===== src/rtl/pcc_pkg.sv =====
`timescale 1ns / 1ps
// ----------------------------------------------------------------------------
// pcc_pkg
// Shared types and constants for the plate color classifier.
// ----------------------------------------------------------------------------
package pcc_pkg;

  // Field widths
  localparam int ChanW   = 8;
  localparam int ColW    = 9;
  localparam int RowW    = 6;
  localparam int CountW  = 14;
  localparam int SumW    = 22;
  localparam int WidthW  = 9;
  localparam int ApbAddrW = 3;
  localparam int ApbDataW = 32;

  // Register map (index = paddr[2])
  localparam logic REG_USED_WIDTH = 1'b0;

  localparam logic [WidthW-1:0] USED_WIDTH_RESET = 9'd320;

  // Divide by 20 as multiply by reciprocal, exact for 9-bit widths
  localparam int Div20Recip = 3277;
  localparam int Div20Shift = 16;

  // Color test thresholds
  localparam logic [ChanW-1:0] MAX_CHAN_MIN = 8'd50;
  localparam logic [ChanW-1:0] SPREAD_MIN   = 8'd24;

  // Verdict evidence floor
  localparam logic [15:0] EVIDENCE_MIN = 16'd100;

  localparam logic [CountW-1:0] COUNT_MAX = {CountW{1'b1}};
  localparam logic [SumW-1:0]   SUM_MAX   = {SumW{1'b1}};

  typedef enum logic [1:0] {
    COLOR_NONE  = 2'd0,
    COLOR_BLUE  = 2'd1,
    COLOR_GREEN = 2'd2
  } color_e;

  typedef struct packed {
    logic [ChanW-1:0] blue;
    logic [ChanW-1:0] green;
    logic [ChanW-1:0] red;
    logic [ColW-1:0]  column;
    logic [RowW-1:0]  row;
    logic             last_pixel;
  } pixel_t;

  // Column window derived from used_width
  typedef struct packed {
    logic            width_ok;
    logic [ColW-1:0] left;
    logic [ColW-1:0] right;
  } window_t;

  typedef struct packed {
    logic [CountW-1:0] count;
    logic [SumW-1:0]   blue;
    logic [SumW-1:0]   green;
  } totals_t;

endpackage


===== src/rtl/pcc_cfg.sv =====
`timescale 1ns / 1ps
// ----------------------------------------------------------------------------
// pcc_cfg
// APB register for used_width; precomputes the column window at write time.
// ----------------------------------------------------------------------------
module pcc_cfg #(
  parameter int FRAME_WIDTH = 320
) (
  input  logic                                clk_i,
  input  logic                                rst_ni,
  input  logic                                psel,
  input  logic                                penable,
  input  logic                                pwrite,
  input  logic [pcc_pkg::ApbAddrW-1:0]        paddr,
  input  logic [pcc_pkg::ApbDataW-1:0]        pwdata,
  output logic [pcc_pkg::ApbDataW-1:0]        prdata,
  output logic                                pready,
  output pcc_pkg::window_t                    win_o
);
  import pcc_pkg::*;

  localparam int FwW = $clog2(FRAME_WIDTH + 1) + 1;
  localparam int RstLeft = 320 / 20;
  localparam logic RstOk = (320 <= FRAME_WIDTH);

  logic [WidthW-1:0] used_width_q;
  window_t           win_q, win_d;
  logic              wr_en;
  logic [WidthW-1:0] wr_val;
  logic [21:0]       prod;
  logic [ColW-1:0]   left;

  assign wr_en  = psel && penable && pwrite && (paddr[2] == REG_USED_WIDTH);
  assign wr_val = pwdata[WidthW-1:0];
  assign prod   = 22'(wr_val) * 22'(Div20Recip);
  assign left   = ColW'(prod >> Div20Shift);

  always_comb begin
    win_d.left     = left;
    win_d.right    = wr_val - left;
    win_d.width_ok = (wr_val != '0) && (FwW'(wr_val) <= FwW'(FRAME_WIDTH));
  end

  always_ff @(posedge clk_i or negedge rst_ni) begin
    if (!rst_ni) begin
      used_width_q   <= USED_WIDTH_RESET;
      win_q.width_ok <= RstOk;
      win_q.left     <= ColW'(RstLeft);
      win_q.right    <= ColW'(320 - RstLeft);
    end else if (wr_en) begin
      used_width_q <= wr_val;
      win_q        <= win_d;
    end
  end

  assign prdata = (paddr[2] == REG_USED_WIDTH) ? ApbDataW'(used_width_q) : '0;
  assign pready = 1'b1;
  assign win_o  = win_q;

endmodule


===== src/rtl/pcc_accum.sv =====
`timescale 1ns / 1ps
// ----------------------------------------------------------------------------
// pcc_accum
// Pixel test and saturating accumulators; hands crop totals to the verdict stage.
// ----------------------------------------------------------------------------
module pcc_accum #(
  parameter int FRAME_HEIGHT = 48
) (
  input  logic              clk_i,
  input  logic              rst_ni,
  input  logic              pix_valid_i,
  input  pcc_pkg::pixel_t   pix_i,
  input  pcc_pkg::window_t  win_i,
  output logic              pix_pop_o,
  output logic              tot_valid_o,
  output pcc_pkg::totals_t  tot_o,
  input  logic              tot_pop_i
);
  import pcc_pkg::*;

  localparam int RowCmpW = 9;
  localparam logic [RowCmpW-1:0] RowTop    = RowCmpW'(FRAME_HEIGHT / 8);
  localparam logic [RowCmpW-1:0] RowBottom = RowCmpW'(FRAME_HEIGHT - FRAME_HEIGHT / 8);

  totals_t acc_q, acc_d;
  totals_t tot_q;
  logic    tot_valid_q;

  logic [ChanW-1:0] mx, mn, gr, br, spread, b_add, g_add;
  logic             in_win, colored, hit;
  logic [CountW:0]  cnt_sum;
  logic [SumW:0]    b_sum, g_sum;
  totals_t          acc_upd;

  always_comb begin
    mx = (pix_i.blue > pix_i.green) ? pix_i.blue : pix_i.green;
    mx = (mx > pix_i.red) ? mx : pix_i.red;
    mn = (pix_i.blue < pix_i.green) ? pix_i.blue : pix_i.green;
    mn = (mn < pix_i.red) ? mn : pix_i.red;
    spread  = mx - mn;
    colored = (mx >= MAX_CHAN_MIN) && (spread >= SPREAD_MIN);

    in_win = (pix_i.column >= win_i.left) && (pix_i.column < win_i.right) &&
             (RowCmpW'(pix_i.row) >= RowTop) && (RowCmpW'(pix_i.row) < RowBottom);
    hit = win_i.width_ok && in_win && colored;

    gr = (pix_i.green > pix_i.red) ? pix_i.green : pix_i.red;
    br = (pix_i.blue > pix_i.red) ? pix_i.blue : pix_i.red;
    b_add = (pix_i.blue > gr) ? pix_i.blue - gr : '0;
    g_add = (pix_i.green > br) ? pix_i.green - br : '0;

    cnt_sum = {1'b0, acc_q.count} + (CountW+1)'(1);
    b_sum   = {1'b0, acc_q.blue} + (SumW+1)'(b_add);
    g_sum   = {1'b0, acc_q.green} + (SumW+1)'(g_add);

    acc_upd = acc_q;
    if (hit) begin
      acc_upd.count = cnt_sum[CountW] ? COUNT_MAX : cnt_sum[CountW-1:0];
      acc_upd.blue  = b_sum[SumW] ? SUM_MAX : b_sum[SumW-1:0];
      acc_upd.green = g_sum[SumW] ? SUM_MAX : g_sum[SumW-1:0];
    end
  end

  // A last pixel waits only while the totals slot is full and not draining
  assign pix_pop_o = pix_valid_i && (!pix_i.last_pixel || !tot_valid_q || tot_pop_i);

  always_comb begin
    acc_d = acc_q;
    if (pix_pop_o) begin
      acc_d = pix_i.last_pixel ? '0 : acc_upd;
    end
  end

  always_ff @(posedge clk_i or negedge rst_ni) begin
    if (!rst_ni) begin
      acc_q       <= '0;
      tot_valid_q <= 1'b0;
    end else begin
      acc_q <= acc_d;
      if (pix_pop_o && pix_i.last_pixel) begin
        tot_valid_q <= 1'b1;
      end else if (tot_pop_i) begin
        tot_valid_q <= 1'b0;
      end
    end
  end

  always_ff @(posedge clk_i) begin
    if (pix_pop_o && pix_i.last_pixel) begin
      tot_q <= win_i.width_ok ? acc_upd : '0;
    end
  end

  assign tot_valid_o = tot_valid_q;
  assign tot_o       = tot_q;

endmodule


===== src/rtl/pcc_verdict.sv =====
`timescale 1ns / 1ps
// ----------------------------------------------------------------------------
// pcc_verdict
// Evidence floor and 5:4 ratio tests; holds the result register.
// ----------------------------------------------------------------------------
module pcc_verdict (
  input  logic                        clk_i,
  input  logic                        rst_ni,
  input  logic                        tot_valid_i,
  input  pcc_pkg::totals_t            tot_i,
  output logic                        tot_pop_o,
  output logic                        result_valid_o,
  input  logic                        result_ready_i,
  output logic [1:0]                  plate_color_o,
  output logic [pcc_pkg::CountW-1:0]  colored_count_o,
  output logic [pcc_pkg::SumW-1:0]    blue_total_o,
  output logic [pcc_pkg::SumW-1:0]    green_total_o
);
  import pcc_pkg::*;

  localparam int RatioW = SumW + 3;

  logic        valid_q;
  color_e      color_q, color_d;
  totals_t     tot_q;
  logic [15:0] floor_ev;
  logic [RatioW-1:0] b4, g4, b5, g5;

  always_comb begin
    floor_ev = {tot_i.count, 2'b00};
    if (floor_ev < EVIDENCE_MIN) begin
      floor_ev = EVIDENCE_MIN;
    end
    b4 = RatioW'({tot_i.blue, 2'b00});
    g4 = RatioW'({tot_i.green, 2'b00});
    b5 = b4 + RatioW'(tot_i.blue);
    g5 = g4 + RatioW'(tot_i.green);

    if (tot_i.count == '0) begin
      color_d = COLOR_NONE;
    end else if ((tot_i.blue < SumW'(floor_ev)) && (tot_i.green < SumW'(floor_ev))) begin
      color_d = COLOR_NONE;
    end else if (b4 >= g5) begin
      color_d = COLOR_BLUE;
    end else if (g4 >= b5) begin
      color_d = COLOR_GREEN;
    end else begin
      color_d = COLOR_NONE;
    end
  end

  assign tot_pop_o = tot_valid_i && (!valid_q || result_ready_i);

  always_ff @(posedge clk_i or negedge rst_ni) begin
    if (!rst_ni) begin
      valid_q <= 1'b0;
    end else if (tot_pop_o) begin
      valid_q <= 1'b1;
    end else if (result_ready_i) begin
      valid_q <= 1'b0;
    end
  end

  always_ff @(posedge clk_i) begin
    if (tot_pop_o) begin
      color_q <= color_d;
      tot_q   <= tot_i;
    end
  end

  assign result_valid_o  = valid_q;
  assign plate_color_o   = color_q;
  assign colored_count_o = tot_q.count;
  assign blue_total_o    = tot_q.blue;
  assign green_total_o   = tot_q.green;

endmodule


===== src/rtl/plate_color_classifier_top.sv =====
`timescale 1ns / 1ps
// Path: a last pixel passes the input, totals and result registers in turn.
// Throughput: one pixel per cycle unless a last pixel is held; three register
//   stages (input, accumulator totals, result) decouple pixel and result sides.
// Reset: rst_ni clears all valid flags and accumulators and sets used_width
//   to 320; no clearing pass is needed.
// ----------------------------------------------------------------------------
// plate_color_classifier_top
// Streams plate crop pixels, counts colored pixels inside a centered window,
// sums blue and green dominance margins, and issues a blue/green/none verdict
// on the last pixel of each crop.
// ----------------------------------------------------------------------------
module plate_color_classifier_top #(
  parameter int FRAME_WIDTH  = 320,
  parameter int FRAME_HEIGHT = 48
) (
  input  logic                          clk_i,
  input  logic                          rst_ni,
  // configuration (APB)
  input  logic                          psel,
  input  logic                          penable,
  input  logic                          pwrite,
  input  logic [pcc_pkg::ApbAddrW-1:0]  paddr,
  input  logic [pcc_pkg::ApbDataW-1:0]  pwdata,
  output logic [pcc_pkg::ApbDataW-1:0]  prdata,
  output logic                          pready,
  // pixel request channel
  input  logic                          pixel_valid_i,
  output logic                          pixel_ready_o,
  input  logic [pcc_pkg::ChanW-1:0]     blue_i,
  input  logic [pcc_pkg::ChanW-1:0]     green_i,
  input  logic [pcc_pkg::ChanW-1:0]     red_i,
  input  logic [pcc_pkg::ColW-1:0]      column_i,
  input  logic [pcc_pkg::RowW-1:0]      row_i,
  input  logic                          last_pixel_i,
  // result channel
  output logic                          result_valid_o,
  input  logic                          result_ready_i,
  output logic [1:0]                    plate_color_o,
  output logic [pcc_pkg::CountW-1:0]    colored_count_o,
  output logic [pcc_pkg::SumW-1:0]      blue_total_o,
  output logic [pcc_pkg::SumW-1:0]      green_total_o
);
  import pcc_pkg::*;

  window_t win;
  pixel_t  pix_q;
  logic    pix_valid_q;
  logic    pix_pop;
  logic    pix_take;
  logic    tot_valid;
  totals_t tot;
  logic    tot_pop;

  // Column window bounds are recomputed on each used_width write, so the
  // per-pixel path only sees compares.
  pcc_cfg #(
    .FRAME_WIDTH(FRAME_WIDTH)
  ) u_cfg (
    .clk_i  (clk_i),
    .rst_ni (rst_ni),
    .psel   (psel),
    .penable(penable),
    .pwrite (pwrite),
    .paddr  (paddr),
    .pwdata (pwdata),
    .prdata (prdata),
    .pready (pready),
    .win_o  (win)
  );

  // Input register. It refills in the same cycle it drains, so only a last
  // pixel blocked behind full downstream stages holds off new requests.
  assign pixel_ready_o = !pix_valid_q || pix_pop;
  assign pix_take      = pixel_valid_i && pixel_ready_o;

  always_ff @(posedge clk_i or negedge rst_ni) begin
    if (!rst_ni) begin
      pix_valid_q <= 1'b0;
    end else if (pix_take) begin
      pix_valid_q <= 1'b1;
    end else if (pix_pop) begin
      pix_valid_q <= 1'b0;
    end
  end

  always_ff @(posedge clk_i) begin
    if (pix_take) begin
      pix_q.blue       <= blue_i;
      pix_q.green      <= green_i;
      pix_q.red        <= red_i;
      pix_q.column     <= column_i;
      pix_q.row        <= row_i;
      pix_q.last_pixel <= last_pixel_i;
    end
  end

  // Color test and saturating accumulation; on a last pixel the totals
  // (zeroed when the width is invalid) move to a holding register.
  pcc_accum #(
    .FRAME_HEIGHT(FRAME_HEIGHT)
  ) u_accum (
    .clk_i      (clk_i),
    .rst_ni     (rst_ni),
    .pix_valid_i(pix_valid_q),
    .pix_i      (pix_q),
    .win_i      (win),
    .pix_pop_o  (pix_pop),
    .tot_valid_o(tot_valid),
    .tot_o      (tot),
    .tot_pop_i  (tot_pop)
  );

  // Verdict logic sits between the totals holding register and the
  // result register.
  pcc_verdict u_verdict (
    .clk_i          (clk_i),
    .rst_ni         (rst_ni),
    .tot_valid_i    (tot_valid),
    .tot_i          (tot),
    .tot_pop_o      (tot_pop),
    .result_valid_o (result_valid_o),
    .result_ready_i (result_ready_i),
    .plate_color_o  (plate_color_o),
    .colored_count_o(colored_count_o),
    .blue_total_o   (blue_total_o),
    .green_total_o  (green_total_o)
  );

endmodule


===== config.mk =====
export PLATFORM = sky130hd
export DESIGN_NAME = plate_color_classifier_top
export DESIGN_NICKNAME = d
export VERILOG_FILES = /design/src/rtl/pcc_pkg.sv /design/src/rtl/pcc_cfg.sv /design/src/rtl/pcc_accum.sv /design/src/rtl/pcc_verdict.sv /design/src/rtl/plate_color_classifier_top.sv
export SDC_FILE = /design/constraint.sdc
export NUM_CORES = 1
export LEC_CHECK = 0
export BUFFER_PORTS_ARGS = -buffer_cell sky130_fd_sc_hd__buf_2
export CORE_MARGIN = 2
export CORE_UTILIZATION = 61
export DETAILED_ROUTE_END_ITERATION = 8
export PLACE_DENSITY = 0.78
export SETUP_SLACK_MARGIN = 0.2
export SYNTH_ARGS = -nofsm -noshare
export SYNTH_HDL_FRONTEND = slang
export SYNTH_SLANG_ARGS = --single-unit

===== constraint.sdc =====
create_clock -name clk_i -period 7.55 [get_ports clk_i]
set_input_delay 1.51 -clock clk_i [delete_from_list [all_inputs] [get_ports clk_i]]
set_output_delay 1.51 -clock clk_i [all_outputs]
set_load 0.01 [all_outputs]

==> impl_metrics.env, run 1 <==
export IMPL_p_leak_nw=9.44
export IMPL_synth_main_ff_cell="edfxtp_1"
export IMPL_cp_end_kind="flip-flop"
export IMPL_tightest_slew_ns=1.10
export IMPL_layoutNonFillerInstCount=2478
export IMPL_grt_max_degree=73
export IMPL_syn_to_final_growth_pct=11.4
export IMPL_globalplace_congestion=0.990
export IMPL_route_detailed_drc=0
export IMPL_cp_num_buf_inv=2
export IMPL_crit_fanout=13
export IMPL_crit_start="pix_q[29]"
export IMPL_cts_tree="done"
export IMPL_cp_depth=24
export IMPL_postSynth_asyncResetShare=0.351
export IMPL_synth_xor_area_share=0.0350
export IMPL_grt_overflow=0
export IMPL_cp_arrival_ns=7.26
export IMPL_die_area_um2=32200
export IMPL_slowest_stage="or4_4"
export IMPL_vias_per_cell=6.21
export IMPL_yosys_warnings=0
export IMPL_start_util=0.617
export IMPL_place_hpwl_mm=34.3
export IMPL_tns_ns=0
export IMPL_slew_viol_final=0
export IMPL_finalSetupViolations=0
export IMPL_rr_worst_depth=24
export IMPL_cts_setup_buffers=0
export IMPL_syn_area_per_cell_um2=9.75
export IMPL_final_common_cell="ha_1"
export IMPL_cts_buffers=27
export IMPL_timing_slew_headroom=0.263
export IMPL_met3_usage=0.0359
export IMPL_synth_top_family_by_area="adder cells"
export IMPL_cts_path_max_buffers=3
export IMPL_muxShareOfSynthArea=0.0134
export IMPL_clk_latency_ns=0.55
export IMPL_detail_route_wl_per_cell_um=18.5
export IMPL_crit_required_ns=7.89
export IMPL_cap_violations=0
export IMPL_status="complete, no violations"
export IMPL_finalHoldViolations=0
export IMPL_first_pass_iters=7
export IMPL_path_class="reg2reg"
export IMPL_max_freq_ghz=0.144
export IMPL_hold_buffers=0
export IMPL_globalRouteMet1Util=0.377
export IMPL_grt_pass1_vias=15100
export IMPL_portBuffers=126
export IMPL_die_w_um=179
export IMPL_syn_area_um2=18800
export IMPL_post_route_period_util=0.917
export IMPL_finish_instance_area_um2=20900
export IMPL_chipHeight_um=179
export IMPL_worstReg2RegStart="pix_q[29]"
export IMPL_drt_iter0_markers=1147
export IMPL_startpoint_type="flip-flop"
export IMPL_cts_reportedPaths_clkPinSlew_ns=0.07
export IMPL_syn_inst=1926
export IMPL_place_area_um2=19900
export IMPL_wirelength_mm=45.9
export IMPL_num_vias=15400
export IMPL_finalClockSkew_ns=0.0136
export IMPL_pin_count=177
export IMPL_hold_class="reg2reg"
export IMPL_num_antenna_cells=0
export IMPL_critPathTopFamily="simple AND/OR/NAND/NOR gates"
export IMPL_vdd_drop_max_mv=0.190
export IMPL_p_per_area_nw_per_um2=236
export IMPL_grt_pass1_wl_mm=75.6
export IMPL_rows=64
export IMPL_slowest_delay_ns=0.54
export IMPL_drive_above_1_share=0.125
export IMPL_cts_resized=0
export IMPL_synth_simple_area_share=0.143
export IMPL_layout_common_cells="259 x ha_1, 157 x edfxtp_1, 151 x a21oi_1, 137 x nand2_1, 133 x inv_1"
export IMPL_r2r_slack_ns=0.63
export IMPL_synth_adder_area_share=0.202
export IMPL_grtUsageTotal=0.284
export IMPL_hold_worst_slack_ns=0.478
export IMPL_dp_cells=2428
export IMPL_antenna_found_initial=0
export IMPL_path_common_cell="ha_1"
export IMPL_root_buffer="clkbuf_16"
export IMPL_power_mw=4.93
export IMPL_synth_cell_types=78
export IMPL_cts_sinks=242
export IMPL_top_usage_layer="met2"
export IMPL_rsz0062_at_grt="yes"
export IMPL_cts_htree_levels=1
export IMPL_endpoint="u_accum.tot_o[46]"
export IMPL_crit_chain="inv_1 > ha_1 > a21oi_1 > o21ai_2 > nor2_2 > o21ai_0 > ha_1 > a211oi_1 > nand2_1 > or4_4 > a31oi_4 > mux2i_1 > xnor2_1 > ha_1 > nand3_1 > nand2_1 > a21oi_1 > a22oi_1 > xor2_1 > or4_4 > o21ai_4 > buf_4 > nor2_1 > nor3_1"
export IMPL_period_needed_ns=6.92
export IMPL_ant_nets=0
export IMPL_seq_area_frac_synth=0.365
export IMPL_synth_compound_gate_area_share=0.193
export IMPL_synth_edf_count=157
export IMPL_gr_usage_met2=0.479
export IMPL_core_area_um2=30400
export IMPL_ys_ff_latch=242
export IMPL_nets=2430
export IMPL_reg2reg_to="u_accum.tot_o[46]"
## synthesized netlist by cell type (7+ instances only)
cell type | n | area [um^2]
o31ai_1 | 8 | 60.1
nand3_1 | 35 | 175
nand2_1 | 138 | 518
a211oi_1 | 20 | 150
nor2b_1 | 38 | 238
nor4_1 | 10 | 62.6
o21a_1 | 15 | 113
o21bai_1 | 25 | 188
a22oi_1 | 14 | 105
nor2_1 | 130 | 488
clkbuf_1 | 44 | 165
o21ai_0 | 89 | 445
nor3b_1 | 8 | 60.1
o211ai_1 | 7 | 52.6
mux2_2 | 7 | 78.8
ha_1 | 259 | 3240
buf_4 | 24 | 180
a31oi_1 | 16 | 100
nand4_1 | 32 | 200
a21oi_1 | 152 | 761
buf_2 | 8 | 40.0
xor2_1 | 25 | 219
nand2b_1 | 23 | 144
mux2i_1 | 15 | 150
a41oi_1 | 9 | 78.8
fa_1 | 28 | 561
edfxtp_1 | 157 | 4710
dfrtp_1 | 78 | 1950
a21o_1 | 66 | 495
o21ai_1 | 11 | 55.1
a311oi_1 | 36 | 315
dfstp_2 | 7 | 184
nor3_1 | 48 | 240
o311a_1 | 11 | 110
inv_1 | 134 | 503
and3_1 | 25 | 156
and4_1 | 14 | 123
xnor2_1 | 50 | 438
and2_1 | 18 | 113
## worst min-delay path, stage by stage, from the launching register on
cell and delay (ns):
dfrtp_1 0.34, nand2_1 0.04, o21ai_0 0.06
## flip-flops by register name (all words and copies together), names as in the netlist
signal                     cells
u_verdict.blue_total_o        22
u_verdict.colored_count_o     14
u_cfg.used_width_q             9
u_cfg.win_o                   15
pix_q                         39
u_verdict.result_valid_o       1
u_accum.tot_o                 58
u_accum.acc_q                 58
u_verdict.green_total_o       22
u_verdict.plate_color_o        2
pix_valid_q                    1
u_accum.tot_valid_o            1
## worst min-delay path by stage
stage	from	end	slack, ns	cells after the start
6_report	u_cfg.used_width_q[1]	u_cfg.used_width_q[1]	0.48	2
5_1_grt	u_accum.tot_o[49]	u_verdict.colored_count_o[5]	0.50	0
4_1_cts	u_cfg.win_o[13]	u_cfg.win_o[13]	0.48	2
3_5_place_dp	u_cfg.used_width_q[1]	u_cfg.used_width_q[1]	0.47	2
3_3_place_gp	u_cfg.used_width_q[1]	u_cfg.used_width_q[1]	0.46	2
2_1_floorplan	u_accum.tot_o[49]	u_verdict.colored_count_o[5]	0.43	0
## metrics by stage
step	setup WS (ns)	util
after floorplan	1.04	-
after global placement	0.541	0.655
after detailed placement	0.431	0.655
after CTS	0.452	0.687
after global routing	0.154	0.688
final	0.628	0.688
## layout make-up
cell class,instances,area [um^2]
well taps,396,495
fillers,2371,9500
inverters,135,507
multi-input cells,1492,11200
repair buffers,163,948
flip-flops and latches,242,6850
clock inverters,18,221
clock buffers,32,757
## kinds of logic after synthesis
| logic type | count (synthesis) |
|---|---|
| other | 2 |
| AO/OA/AOI/OAI | 542 |
| flip-flops | 242 |
| AND/OR/NAND/NOR | 541 |
| adder cells (fa/ha/maj) | 287 |
| buffers and inverters | 214 |
| XOR/XNOR | 75 |
| multiplexers | 23 |
## routing by layer
layer | part of all wire | vias to the layer above
li1 | - | 7394
met1 | 0.43 | 7303
met2 | 0.48 | 578
met3 | 0.057 | 106
met4 | 0.036 | 0
met5 | 0 | -
## power breakdown
part           switching, mW  leakage (nW)  internal [mW]  total [mW]
Combinational           1.03          6.34          0.756        1.79
Clock                  0.568         0.483          0.862        1.43
Sequential             0.140          2.62           1.58        1.72
Total                   1.74          9.44           3.19        4.93
(Power assumes the default switching activity.)
==> run 2: changes to the inputs <==
- CELL_PAD_IN_SITES_DETAIL_PLACEMENT: unset -> 1
- CELL_PAD_IN_SITES_GLOBAL_PLACEMENT: unset -> 2
- CORE_UTILIZATION: 61 -> 39
==> impl_metrics.env, run 2 (synthesis gave the netlist of run 1 again) <==
export IMPL_status="complete, no violations"
export IMPL_p_leak_nw=9.46
export IMPL_reg2reg_to="u_accum.tot_o[30]"
export IMPL_rows=80
export IMPL_place_hpwl_mm=40.9
export IMPL_power_mw=4.93
export IMPL_die_w_um=223
export IMPL_period_needed_ns=6.95
export IMPL_p_per_area_nw_per_um2=232
export IMPL_cp_end_kind="flip-flop"
export IMPL_antenna_found_initial=0
export IMPL_grt_max_degree=64
export IMPL_pin_count=177
export IMPL_slowest_delay_ns=0.55
export IMPL_hold_class="reg2reg"
export IMPL_hold_path_cell_count=2
export IMPL_num_vias=15200
export IMPL_vias_per_cell=5.62
export IMPL_hp_start="u_cfg.used_width_q[3]"
export IMPL_slowest_stage="or4_4"
export IMPL_final_setup_worst_slack_ns=0.599
export IMPL_max_freq_ghz=0.144
export IMPL_cp_arrival_ns=7.29
export IMPL_r2r_slack_ns=0.60
export IMPL_ant_nets=0
export IMPL_tightest_slew_ns=1.11
export IMPL_cts_path_max_buffers=3
export IMPL_drive_above_1_share=0.129
export IMPL_syn_to_final_growth_pct=13.2
export IMPL_post_place_ws_ns=0.401
export IMPL_rr_worst_depth=25
export IMPL_wirelength_mm=53.7
export IMPL_vdd_drop_max_mv=0.162
export IMPL_final_common_cell="ha_1"
export IMPL_nets=2440
export IMPL_cp_num_buf_inv=2
export IMPL_route_detailed_drc=0
export IMPL_post_route_period_util=0.921
export IMPL_tns_ns=0
export IMPL_cts_reportedPaths_clkPinSlew_ns=0.06
export IMPL_chipHeight_um=223
export IMPL_slew_viol_final=0
export IMPL_cts_sinks=242
export IMPL_finish_instance_area_um2=21300
export IMPL_finalSetupViolations=0
export IMPL_start_util=0.394
export IMPL_first_pass_iters=5
export IMPL_crit_start="pix_q[25]"
export IMPL_critPathTopFamily="compound AO/OA/AOI/OAI gates"
export IMPL_cts_tree="done"
export IMPL_crit_fanout=13
export IMPL_grtUsageTotal=0.214
export IMPL_place_area_um2=20200
export IMPL_startpoint_type="flip-flop"
export IMPL_portBuffers=126
export IMPL_finalHoldViolations=0
export IMPL_rsz0062_at_grt="yes"
export IMPL_grt_pass1_wl_mm=86.0
export IMPL_clk_latency_ns=0.59
export IMPL_finalClockSkew_ns=0.0112
export IMPL_worstReg2RegStart="pix_q[25]"
export IMPL_cts_buffers=30
export IMPL_grt_pass1_vias=16100
export IMPL_core_area_um2=47600
export IMPL_detail_route_wl_per_cell_um=19.8
export IMPL_path_class="reg2reg"
export IMPL_holdPathEnd="u_cfg.used_width_q[3]"
export IMPL_cts_htree_levels=1
export IMPL_num_antenna_cells=0
export IMPL_grt_overflow=0
export IMPL_drt_iter0_markers=723
export IMPL_cap_violations=0
export IMPL_root_buffer="clkbuf_16"
export IMPL_timing_slew_headroom=0.253
export IMPL_layout_common_cells="259 x ha_1, 157 x edfxtp_1, 150 x a21oi_1, 136 x nand2_1, 132 x inv_1"
export IMPL_die_area_um2=49900
export IMPL_crit_required_ns=7.89
export IMPL_globalplace_congestion=0.901
==> run 2: cell types whose count changed in the layout (fill, tap and decap cells not counted), sizes merged <==
cell / before / now
buf: 163 / 170
inv: 140 / 134
clkbuf: 32 / 46
clkinvlp: 0 / 2
bufinv: 4 / 0
==> run 2: per-layer routing <==
metal | vias up | global-route usage | wire length [um]
met1 | 7503 | 0.280 | 24600
met5 | - | 0 | 0
li1 | 7386 | - | -
met2 | 251 | 0.375 | 25900
met3 | 81 | 0.0221 | 1610
met4 | 0 | 0.0619 | 1540
==> run 2: worst max path at each step <==
stage                                   end  slack, ns  cells past startpoint
after floorplan           u_accum.tot_o[35]       1.04                     37
after global placement    u_accum.tot_o[13]       0.50                     35
after detailed placement  u_accum.tot_o[13]       0.40                     35
after CTS                 u_accum.tot_o[13]       0.34                     35
after global routing      u_accum.tot_o[13]       0.15                     37
final                     u_accum.tot_o[30]       0.60                     25
==> run 2: through the flow <==
stage / util / hold slack (ns) / std cells
floorplan: - / 0.426 / 1948
global placement: 0.425 / 0.463 / 2651
detailed placement: 0.425 / 0.466 / 2651
CTS: 0.445 / 0.479 / 2707
global route: 0.446 / 0.500 / 2710
finish: 0.446 / 0.470 / 2710
==> run 2: layout make-up <==
cell class	instances	area, um^2
clock buffer	46	872
timing repair buffer	170	1000
sequential	242	6850
fill	5396	26400
tap	615	769
multi-input combinational	1492	11200
inverter	135	508
clock inverter	10	85.1
==> run 2: worst reg2reg max path, cell delays in order, from the launching register on <==
cell	delay, ns
edfxtp_1	0.50
inv_1	0.23
ha_1	0.35
nor2b_1	0.20
o211ai_2	0.13
a21oi_2	0.40
nor2_4	0.13
o21ai_1	0.27
ha_1	0.30
a211oi_1	0.34
nand2_1	0.12
or4_4	0.45
a31oi_4	0.37
nor2_1	0.09
a21oi_1	0.15
ha_1	0.33
a21oi_1	0.31
nand2_1	0.09
a21oi_1	0.19
a22oi_1	0.13
xor2_1	0.17
or4_4	0.55
o21ai_4	0.32
buf_4	0.28
nor2_1	0.08
o221a_2	0.25
==> run 2: power breakdown <==
group / total [mW] / leakage, nW / switching, mW / internal (mW)
clock network: 1.39 / 0.459 / 0.595 / 0.798
registers: 1.72 / 2.62 / 0.145 / 1.58
logic: 1.82 / 6.38 / 1.05 / 0.768
==> run 2: repair_timing <==
action / in CTS / in global routing
resized for setup: 0 / 15
hold buffers: 0 / 0
endpoints found under the setup margin: 0 / 97
buffers inserted: 0 / 3
==> run 3: changes to the inputs <==
- ABC_AREA: unset -> 1
- CORE_MARGIN: 2 -> unset
- CORE_UTILIZATION: 39 -> 37
==> impl_metrics.env, run 3 <==
export IMPL_n_fill_cell=6087
export IMPL_p_per_area_nw_per_um2=249
export IMPL_critPathTopFamily="compound AO/OA/AOI/OAI gates"
export IMPL_rows=82
export IMPL_final_core_util=0.424
export IMPL_cts_reportedPaths_clkPinSlew_ns=0.07
export IMPL_period_needed_ns=6.74
export IMPL_globalplace_congestion=0.837
export IMPL_num_antenna_cells=0
export IMPL_finalClockSkew_ns=0.0112
export IMPL_synth_main_ff_cell="edfxtp_1"
export IMPL_synth_edf_count=157
export IMPL_vdd_drop_max_mv=0.181
export IMPL_p_int_mw=3.23
export IMPL_cap_violations=0
export IMPL_cts_path_max_buffers=3
export IMPL_cts_htree_levels=1
export IMPL_p_sw_mw=2.08
export IMPL_synth_most_common_cell="nand2_1"
export IMPL_seq_area_frac_synth=0.361
export IMPL_cts_sinks=242
export IMPL_drt_iter0_markers=581
export IMPL_slew_viol_final=0
export IMPL_status="complete, no violations"
export IMPL_grtUsageTotal=0.203
export IMPL_final_setup_worst_slack_ns=0.810
export IMPL_p_seq_frac=0.333
export IMPL_tightest_slew_ns=1.12
export IMPL_rsz0062_at_grt="yes"
export IMPL_layout_common_cells="520 x nand2_1, 291 x inv_1, 259 x ha_1, 196 x nor2_1, 167 x nand3_1"
export IMPL_synth_top_area_share=0.248
export IMPL_slowest_stage="fa_1"
export IMPL_crit_required_ns=7.86
export IMPL_portBuffers=126
export IMPL_r2r_slack_ns=0.81
export IMPL_core_area_um2=50400
export IMPL_cp_num_buf_inv=7
export IMPL_syn_area_per_cell_um2=8.20
export IMPL_chipHeight_um=229
export IMPL_grt_pass1_vias=16900
export IMPL_num_vias=15800
export IMPL_comb_power_share=0.395
export IMPL_final_common_cell="nand2_1"
export IMPL_die_w_um=229
export IMPL_post_place_ws_ns=0.412
export IMPL_hold_worst_slack_ns=0.457
export IMPL_yosys_warnings=0
export IMPL_nets=2816
export IMPL_crit_fanout=16
export IMPL_drive_above_1_share=0.103
export IMPL_root_buffer="clkbuf_16"
export IMPL_tns_ns=0
export IMPL_place_area_um2=20300
export IMPL_startpoint_type="flip-flop"
export IMPL_die_area_um2=52300
export IMPL_vias_per_cell=5.03
export IMPL_ys_ff_latch=242
export IMPL_ant_nets=0
export IMPL_worstReg2RegStart="pix_q[19]"
export IMPL_cts_tree="done"
export IMPL_finalSetupViolations=0
export IMPL_path_class="reg2reg"
export IMPL_cp_depth=37
export IMPL_switching_share=0.392
export IMPL_max_freq_ghz=0.148
export IMPL_detail_route_wl_per_cell_um=16.6
export IMPL_power_mw=5.32
export IMPL_synth_common_cells="521 x nand2_1, 294 x inv_1, 259 x ha_1, 199 x nor2_1, 167 x nand3_1"
export IMPL_place_hpwl_mm=40.3
export IMPL_cp_arrival_ns=7.05
export IMPL_p_leak_nw=10.3
export IMPL_grt_pass1_wl_mm=86.4
export IMPL_synth_area_leader_cell="edfxtp_1"
export IMPL_finish_instance_area_um2=21400
export IMPL_cts_buffers=30
export IMPL_timing_slew_headroom=0.252
export IMPL_post_route_period_util=0.893
export IMPL_antenna_found_initial=0
export IMPL_crit_start="pix_q[19]"
export IMPL_first_pass_iters=4
export IMPL_route_detailed_drc=0
export IMPL_rr_worst_depth=37
export IMPL_postSynth_asyncResetShare=0.351
export IMPL_start_util=0.377
export IMPL_endpoint="u_accum.tot_o[37]"
export IMPL_syn_inst=2318
export IMPL_pin_count=177
export IMPL_synth_area_leaders="edfxtp_1 25%, ha_1 17%, nand2_1 10%"
export IMPL_synth_cell_types=56
export IMPL_syn_area_um2=19000
export IMPL_hold_class="reg2reg"
export IMPL_finalHoldViolations=0
export IMPL_clk_latency_ns=0.59
export IMPL_reg2reg_to="u_accum.tot_o[37]"
export IMPL_clockPowerShare=0.273
export IMPL_syn_to_final_growth_pct=12.5
export IMPL_dp_cells=3081
export IMPL_wirelength_mm=52.1
export IMPL_grt_max_degree=62
export IMPL_layoutNonFillerInstCount=3143
export IMPL_slowest_delay_ns=0.41
export IMPL_cp_end_kind="flip-flop"
export IMPL_grt_overflow=0
run 3: cell types whose count changed after synthesis, sizes merged, moves of 16 or more:
cell	delta
nor2	+73
nand3b	+16
a21o	-57
nand3	+134
o21bai	-18
nor2b	-38
a311oi	-35
nand2b	-23
inv	+163
and3	-25
nand2	+411
and2	-18
xnor2	-19
run 3: worst min-delay path by stage:
stage / from / end / slack [ns] / depth (start not counted)
6_report: u_accum.tot_o[53] / u_verdict.colored_count_o[9] / 0.46 / 0
5_1_grt: u_accum.tot_o[55] / u_verdict.colored_count_o[11] / 0.47 / 0
4_1_cts: u_accum.tot_o[53] / u_verdict.colored_count_o[9] / 0.46 / 0
3_5_place_dp: u_accum.tot_o[53] / u_verdict.colored_count_o[9] / 0.44 / 0
3_3_place_gp: u_accum.tot_o[55] / u_verdict.colored_count_o[11] / 0.44 / 0
2_1_floorplan: u_accum.tot_o[54] / u_verdict.colored_count_o[10] / 0.43 / 0
run 3: cell type report:
type                       count  area, um^2  area share
clock inverter                22         234      0.0109
multi-input combinational   1726       10800       0.503
tap                          672         841      0.0393
clock buffer                  34         766      0.0358
sequential                   242        6850       0.320
timing repair buffer         146         796      0.0372
inverter                     301        1130      0.0530
run 3: power groups by stage:
| stage | clock network (mW) | logic (mW) | registers [mW] |
|---|---|---|---|
| 3_3_place_gp | 0 | 2.03 | 1.79 |
| 2_1_floorplan | 0 | 1.57 | 1.75 |
| 4_1_cts | 1.50 | 2.13 | 1.77 |
| 6_report | 1.45 | 2.10 | 1.77 |
| 5_1_grt | 1.54 | 2.44 | 1.79 |
| 3_5_place_dp | 0 | 2.12 | 1.80 |
run 3: logic make-up after synthesis:
kind of cell	Yosys count	share of synthesized area
XOR/XNOR	65	0.0300
buffers and inverters	372	0.0806
other	2	0.000395
AO/OA/AOI/OAI	337	0.0996
flip-flops	242	0.361
AND/OR/NAND/NOR	1013	0.229
adder cells (fa/ha/maj)	287	0.200
run 3: what timing repair did:
item,CTS,global route
buffers inserted,0,6
hold buffers,0,0
resized for setup,0,5
setup endpoints to repair,0,33
run 3: per-layer routing:
metal / vias to the layer above / routed length (um) / global-route usage / share of wire
li1: 7982 / - / - / -
met2: 188 / 26000 / 0.368 / 0.50
met4: 0 / 1280 / 0.0484 / 0.025
met5: - / 0 / 0 / 0
met3: 51 / 1260 / 0.0206 / 0.024
met1: 7588 / 23600 / 0.256 / 0.45
run 3: worst register-to-register path, delay by kind of cell, from the launching register on:
kind / cells / cell delay, ns
AOI/OAI and AO/OA: 14 / 2.43
adders and majority gates: 4 / 1.30
buffers and inverters: 7 / 0.84
DFF: 1 / 0.38
and+or+nand+nor: 12 / 1.53
